### config.mk
export PLATFORM = sky130hd
export DESIGN_NAME = t1bfc_engine
export DESIGN_NICKNAME = d
export VERILOG_FILES = /design/src/design/t1bfc_pkg.sv /design/src/design/t1bfc_engine.sv
export SDC_FILE = /design/constraint.sdc
export NUM_CORES = 1
export LEC_CHECK = 0
export BUFFER_PORTS_ARGS = -buffer_cell sky130_fd_sc_hd__buf_2
export CAP_MARGIN = 20
export CELL_PAD_IN_SITES_DETAIL_PLACEMENT = 1
export CELL_PAD_IN_SITES_GLOBAL_PLACEMENT = 2
export CORE_AREA = 2 2 143 89
export DETAILED_ROUTE_END_ITERATION = 12
export DIE_AREA = 0 0 145 91
export GPL_TIMING_DRIVEN = 1
export PLACE_DENSITY_LB_ADDON = 0.1
export SYNTH_ARGS = -nofsm -noshare
export SYNTH_HDL_FRONTEND = slang
export SYNTH_SLANG_ARGS = --single-unit
### constraint.sdc
create_clock -name clk -period 4.3 [get_ports clk]
set_clock_uncertainty 0.05 [all_clocks]
set_input_delay 0.86 -clock clk [delete_from_list [all_inputs] [get_ports clk]]
set_output_delay 0.86 -clock clk [all_outputs]
set_load 0.1 [all_outputs]
### src/design/t1bfc_pkg.sv
// Shared types and constants for the T=1 block framer and checker.
package t1bfc_pkg;

	// Input item operation codes
	localparam logic [1:0] MODE_SEND_START = 2'd0;
	localparam logic [1:0] MODE_SEND_BYTE  = 2'd1;
	localparam logic [1:0] MODE_RECV_BYTE  = 2'd2;
	localparam logic [1:0] MODE_LINK_FAIL  = 2'd3;

	// Result kinds
	localparam logic [1:0] KIND_TX     = 2'd0;
	localparam logic [1:0] KIND_RX     = 2'd1;
	localparam logic [1:0] KIND_STATUS = 2'd2;

	// Receive status codes
	localparam logic [2:0] STAT_OK        = 3'd0;
	localparam logic [2:0] STAT_BAD_NAD   = 3'd4;
	localparam logic [2:0] STAT_LRC_ERR   = 3'd5;
	localparam logic [2:0] STAT_LINK_FAIL = 3'd6;

	// PCB decode for R-blocks
	localparam logic [7:0] PCB_TYPE_MASK = 8'hC0;
	localparam logic [7:0] PCB_R_BLOCK   = 8'h80;

	// Register indexes (byte address bit 2)
	localparam logic REG_SEND_NAD   = 1'b0;
	localparam logic REG_EXPECT_NAD = 1'b1;

	// Result queue sizing
	localparam int RES_MAX    = 4;
	localparam int FIFO_DEPTH = 8;
	localparam int FIFO_AW    = 3;

	typedef struct packed {
		logic [1:0] mode;
		logic [7:0] data_byte;
		logic [7:0] send_length;
	} in_item_t;

	typedef struct packed {
		logic [1:0] out_kind;
		logic [7:0] out_byte;
		logic [2:0] status_code;
		logic       last;
	} out_item_t;

	typedef struct packed {
		logic [2:0]            count;
		out_item_t [RES_MAX-1:0] item;
	} result_set_t;

endpackage

### src/design/t1bfc_engine.sv
// Framing state and per-item result generation for transmit and receive.
module t1bfc_engine (
	input  logic                  clk,
	input  logic                  arst_n,
	input  logic                  accept,
	input  t1bfc_pkg::in_item_t   item,
	input  logic [7:0]            send_nad,
	input  logic [7:0]            expect_nad,
	output t1bfc_pkg::result_set_t res
);
	import t1bfc_pkg::*;

	logic       seq_q,       seq_n;
	logic [7:0] tx_rem_q,    tx_rem_n;
	logic [7:0] tx_par_q,    tx_par_n;
	logic [8:0] rx_pos_q,    rx_pos_n;
	logic [7:0] rx_len_q,    rx_len_n;
	logic [7:0] rx_par_q,    rx_par_n;
	logic [7:0] rx_pcb_q,    rx_pcb_n;
	logic       nad_bad_q,   nad_bad_n;

	logic [7:0] pcb;
	logic [7:0] par_upd;
	logic [8:0] rx_end;
	logic [2:0] final_code;

	assign pcb     = {1'b0, seq_q, 6'b0};
	assign par_upd = tx_par_q ^ item.data_byte;
	assign rx_end  = 9'd3 + {1'b0, rx_len_q};

	always_comb begin
		if (nad_bad_q) begin
			final_code = STAT_BAD_NAD;
		end else if (rx_par_q != item.data_byte) begin
			final_code = STAT_LRC_ERR;
		end else if ((rx_pcb_q & PCB_TYPE_MASK) == PCB_R_BLOCK) begin
			final_code = {1'b0, rx_pcb_q[1:0]};
		end else begin
			final_code = STAT_OK;
		end
	end

	always_comb begin
		seq_n     = seq_q;
		tx_rem_n  = tx_rem_q;
		tx_par_n  = tx_par_q;
		rx_pos_n  = rx_pos_q;
		rx_len_n  = rx_len_q;
		rx_par_n  = rx_par_q;
		rx_pcb_n  = rx_pcb_q;
		nad_bad_n = nad_bad_q;
		res       = '0;
		case (item.mode)
			MODE_SEND_START: begin
				seq_n    = ~seq_q;
				tx_par_n = send_nad ^ pcb ^ item.send_length;
				tx_rem_n = item.send_length;
				res.item[0] = '{KIND_TX, send_nad, STAT_OK, 1'b0};
				res.item[1] = '{KIND_TX, pcb, STAT_OK, 1'b0};
				if (item.send_length == 8'd0) begin
					res.item[2] = '{KIND_TX, item.send_length, STAT_OK, 1'b0};
					res.item[3] = '{KIND_TX, tx_par_n, STAT_OK, 1'b1};
					res.count   = 3'd4;
				end else begin
					res.item[2] = '{KIND_TX, item.send_length, STAT_OK, 1'b1};
					res.count   = 3'd3;
				end
			end
			MODE_SEND_BYTE: begin
				if (tx_rem_q != 8'd0) begin
					tx_par_n = par_upd;
					tx_rem_n = tx_rem_q - 8'd1;
					if (tx_rem_q == 8'd1) begin
						res.item[0] = '{KIND_TX, item.data_byte, STAT_OK, 1'b0};
						res.item[1] = '{KIND_TX, par_upd, STAT_OK, 1'b1};
						res.count   = 3'd2;
					end else begin
						res.item[0] = '{KIND_TX, item.data_byte, STAT_OK, 1'b1};
						res.count   = 3'd1;
					end
				end
			end
			MODE_RECV_BYTE: begin
				if (rx_pos_q == 9'd0) begin
					nad_bad_n = (item.data_byte != expect_nad);
					rx_par_n  = item.data_byte;
					rx_pos_n  = 9'd1;
				end else if (rx_pos_q == 9'd1) begin
					rx_pcb_n = item.data_byte;
					rx_par_n = rx_par_q ^ item.data_byte;
					rx_pos_n = 9'd2;
				end else if (rx_pos_q == 9'd2) begin
					rx_len_n = item.data_byte;
					rx_par_n = rx_par_q ^ item.data_byte;
					rx_pos_n = 9'd3;
				end else if (rx_pos_q < rx_end) begin
					rx_par_n    = rx_par_q ^ item.data_byte;
					rx_pos_n    = rx_pos_q + 9'd1;
					res.item[0] = '{KIND_RX, item.data_byte, STAT_OK, 1'b1};
					res.count   = 3'd1;
				end else begin
					rx_pos_n    = 9'd0;
					res.item[0] = '{KIND_STATUS, 8'd0, final_code, 1'b1};
					res.count   = 3'd1;
				end
			end
			default: begin
				seq_n       = ~seq_q;
				tx_rem_n    = 8'd0;
				rx_pos_n    = 9'd0;
				res.item[0] = '{KIND_STATUS, 8'd0, STAT_LINK_FAIL, 1'b1};
				res.count   = 3'd1;
			end
		endcase
	end

	always_ff @(posedge clk or negedge arst_n) begin
		if (!arst_n) begin
			seq_q     <= 1'b0;
			tx_rem_q  <= '0;
			tx_par_q  <= '0;
			rx_pos_q  <= '0;
			rx_len_q  <= '0;
			rx_par_q  <= '0;
			rx_pcb_q  <= '0;
			nad_bad_q <= 1'b0;
		end else if (accept) begin
			seq_q     <= seq_n;
			tx_rem_q  <= tx_rem_n;
			tx_par_q  <= tx_par_n;
			rx_pos_q  <= rx_pos_n;
			rx_len_q  <= rx_len_n;
			rx_par_q  <= rx_par_n;
			rx_pcb_q  <= rx_pcb_n;
			nad_bad_q <= nad_bad_n;
		end
	end

endmodule

Word-level counts from Yosys, hierarchy flattened
Cells that the tools add are included.

Word-level logic and storage cells: 82. Input port bits: 37. Output and inout bits: 59. Register bits: 51.

Magnitude comparators: 1. Bitwise gates (word level): 10. Reduce and logical (&&, ||, !) cells: 16. $add $sub $neg: 3. Mux-type cells: 35. Equal/unequal tests: 9.

Operators by type and width (count): 14-bit two-way mux (4); 26-bit two-way mux (2); 8-bit two-way mux (6); 14-bit case mux with 3 select lines (1); 9-bit two-way mux (4); 14-bit case mux with 2 select lines (1); 12-bit two-way mux (2); 8-bit case mux with 3 select lines (1); 8-bit bitwise XOR (3); 9-bit case mux with 2 select lines (1); 8-bit inequality test (2); 8-bit case mux with 2 select lines (1); 3-bit two-way mux (4); 3-bit AND reduction (4); 2-bit by 8-bit adder with 9-bit output, first input constant (1); 9-bit by 1-bit adder with 9-bit output, second input constant (1); 9-bit by 1-bit == test with 1-bit output, second input constant (1); 9-bit by 2-bit == test with 1-bit output, second input constant (1); 9-bit zero test (1); 9-bit < comparator (1); 3-bit case mux with 3 select lines (1); 8-bit by 1-bit == test with 1-bit output, second input constant (1); 8-bit zero test (1); 8-bit nonzero test (1); other kinds (15) (28).

Logic depth before layout (Yosys ltp)
Depth in word-level cells: 9. Mapped depth: 12. Mapped depth without buffers: 11.

Worst setup path before layout
OpenSTA, ideal clock, no wires.

Path kind: reg-to-output. From: reg rx_len_q[0]. To: out res[10] in the netlist's numbering. Buffers on the path: 0. Data required time: 3.390 ns. Stages on the path, launching flop included: 12. Setup slack: -1.199 ns. Data arrival time: 4.589 ns. Path through: dfrtp_1 > inv_1 > ha_1 > nor2_1 > and3_1 > xnor2_1 > ha_1 > a211oi_1 > nor2_1 > nor4_4 > nand2_1 > a311oi_1.

RTL lines: start: declaration (RTL line t1bfc_engine.sv:17) `logic [7:0] rx_len_q, rx_len_n;`; start signal: assignment (RTL line t1bfc_engine.sv:132) `rx_len_q <= rx_len_n;`; end: declaration (RTL line t1bfc_engine.sv:9) `output t1bfc_pkg::result_set_t res`.

==> metrics.cfg <==
[status]
outcome=finished, final reports clean

[die]
die_x_um=145
start_util_pct=31.7
ios=96
coreArea_um2=11800
die_y_um=91
die-area_um2=13200
num_rows=31

[logic_synthesis]
synth-compound-area-share_pct=18.2
syn_area_per_cell_um2=8.67
synth_edf_count=0
yosys-top-cells-area=dfrtp_1 (31%), xnor2_1 (8.6%), ha_1 (6.3%), nor2_1 (4.3%), a21oi_1 (4.3%)
synthMuxAreaShare_pct=6.53
synth_top_family_by_area=simple AND/OR/NAND/NOR gates
synth-simple-area-share_pct=19.3
synth_seq_area_share_pct=31.3
synth-xor-area-share_pct=10.5
synth_top_area_cell=dfrtp_1
synthAdderAreaFrac_pct=6.33
synthArstFlopShare_pct=100
synth_cell_types=56
syn_area_um2=3750
synth_seq_cells=47
synth_ff_type=dfrtp_1
synth.top_cell.area_share_pct=31.3
syn_inst=433
yosys_warnings=0

[grt]
grt_pass1_wl_um=20200
grt.total_usage_pct=19.7
grt_pass1_vias=3622
overflow=0
grt_antenna_before_repair=0
grt_max_degree=48

[clock_network]
clk_latency_ns=0.30
clkSlewWorstSetupHoldPaths_ns=0.08
numCtsBuffers=5
htree_levels=2
hold_buffers=0
cts_sinks=47
root_buffer=clkbuf_16
cts_buffer_depth=2
cts_tree=yes

[drt]
vias=3516
dr.first_iter.drc_count=141
drt_wl_total_um=12900
wire_per_inst_um=19.1
ant_nets=0
viasPerCell=5.19
drc_errors=0
dr.pass1.iters=4

[worst_hold_path]
hold_path.class=register to register

[finish]
final_cell_area_um2=4750
nets=567
filler_cell_count=1401
layout_commonest_cell=buf_2
drive_gt1_share_pct=27.5
area_delta_synth_final_pct=26.5
layout_common_cells=buf_2 (68), dfrtp_1 (47), nor2_1 (41)
diodes=0

[setup_path]
required_ns=3.39
crit_family=simple AND/OR/NAND/NOR gates
critPathMaxStageDelay_ns=0.40
cp.buffers_inverters=3
cp_max_fo=6
critical_path_arrival_ns=3.20
critPathLaunchType=register
crit_chain=buf_4 > o2111ai_1 > nor2_1 > xnor2_1 > ha_1 > nand4_1 > nor2_1 > nor4_4 > nand2_2 > buf_12 > a311oi_2 > buf_12
crit_type=register to output pin
crit_slowest_cell=dfrtp_1
end_kind=output pin

[power]
ir_drop_mv=0.144
p_per_area_nw_per_um2=383
p_comb_share_pct=41.6
p_leak_nw=2.11
p_sw_uw=796
power_frac_seq_pct=35.1
total_power_mw=1.82
swShare_pct=43.7
p_int_mw=1.02
power_frac_clock_pct=23.3

[timing]
tns_ns=0
fin_crit_ns=4.11
slew_headroom_pct=10.5
tightest_slew_ns=1.33
timing.final.ws_setup_ns=0.194
finalSetupViolCount=0
final-hold-violation-count=0
rsz0062_at_grt=no
min_period_over_period_pct=95.5
drv_slew=0
max_freq_ghz=0.244

[placed_design]
place_ws_ns=0.215
dp_hpwl_um=9810
io_buffers=80
placed_area_um2=4420
gp_congestion=0.772

[job]
maxCapViolations=0

-- flip-flops by register name (all words and copies together), names as in the netlist --
name	count
rx_pos_q	9
rx_len_q	8
rx_par_q	8
tx_par_q	8
tx_rem_q	8
rx_pcb_q	4
nad_bad_q	1
seq_q	1
-- cell type report --
class / count / area (µm²) / share of cell area (%)
Timing Repair Buffer: 93 / 671 / 14.1
Clock buffer: 5 / 125 / 2.64
Multi-Input combinational cell: 346 / 2470 / 52.1
Clock inverter: 3 / 27.5 / 0.580
Inverter: 18 / 67.6 / 1.42
Sequential cell: 47 / 1180 / 24.8
Tap cell: 165 / 206 / 4.35
-- layer usage --
metal	part of all wire, %	global-route usage (%)	vias up
met5	0	0	-
met4	1.2	3.88	0
met3	3.6	3.77	11
met2	41	28.6	66
met1	54	30.2	1766
li1	-	-	1673
-- cells in the mapped netlist, drive strengths merged, types with 2 or more instances --
master / instances
ha: 19
a221o: 2
a211oi: 2
dfrtp: 47
nand2b: 2
or4: 4
and2: 9
o21ai: 27
nor2b: 3
mux2i: 11
a21oi: 32
nand2: 29
mux2: 12
nand4: 6
a311oi: 8
nor2: 43
nor3b: 2
nor4: 4
a221oi: 7
and3: 4
xnor2: 37
xor2: 8
buf: 28
a31oi: 9
nand3: 23
clkbuf: 8
o22ai: 4
a211o: 2
nor3: 5
o31ai: 2
a31o: 2
inv: 18
-- kinds of logic (layout without fill, tap and decap cells) --
group / Yosys count / in the layout
other: 1 / 15
adder cells (fa/ha/maj): 19 / 19
buffers and inverters: 54 / 119
AND/OR/NAND/NOR: 139 / 139
flip-flops: 47 / 47
XOR/XNOR: 45 / 45
multiplexers: 23 / 23
AO/OA/AOI/OAI: 105 / 105
-- stage by stage --
stage	instances	utilization [%]	hold slack (ns)
3_3_place_gp	662	37.4	0.428
2_1_floorplan	447	-	0.421
6_report	677	40.1	0.464
4_1_cts	672	38.9	0.467
5_1_grt	677	40.1	0.497
3_5_place_dp	662	37.4	0.449
-- path summary, 6_finish.rpt --
kind / from / end / slack (ns) / depth (start not counted)
worst max-delay path: rx_len_q[0] / res[9] / 0.19 / 12
worst min-delay path: rx_pcb_q[6] / rx_pcb_q[6] / 0.46 / 1
worst max register to register: rx_len_q[1] / rx_par_q[6] / 1.31 / 13
worst min register to register: rx_pcb_q[6] / rx_pcb_q[6] / 0.46 / 1
max in group asynchronous: arst_n / tx_par_q[6] / 3.13 / 2
min in group asynchronous: arst_n / rx_pos_q[4] / 0.61 / 2
-- power by group through the flow --
| stage | combinational (mW) | sequential, mW | clock [mW] |
|---|---|---|---|
| 3_5_place_dp | 0.736 | 0.645 | 0 |
| 3_3_place_gp | 0.722 | 0.639 | 0 |
| 4_1_cts | 0.742 | 0.637 | 0.436 |
| 6_report | 0.757 | 0.640 | 0.424 |
| 5_1_grt | 0.820 | 0.654 | 0.454 |
| 2_1_floorplan | 0.573 | 0.617 | 0 |
-- repair_timing --
action / 4_1_cts / 5_1_grt
pin swaps: 1 / 2
cloned: 0 / 1
resized for setup: 3 / 15
buffers inserted: 2 / 4
setup endpoints to repair: 5 / 12
Power figures use the tool's default switching activity.
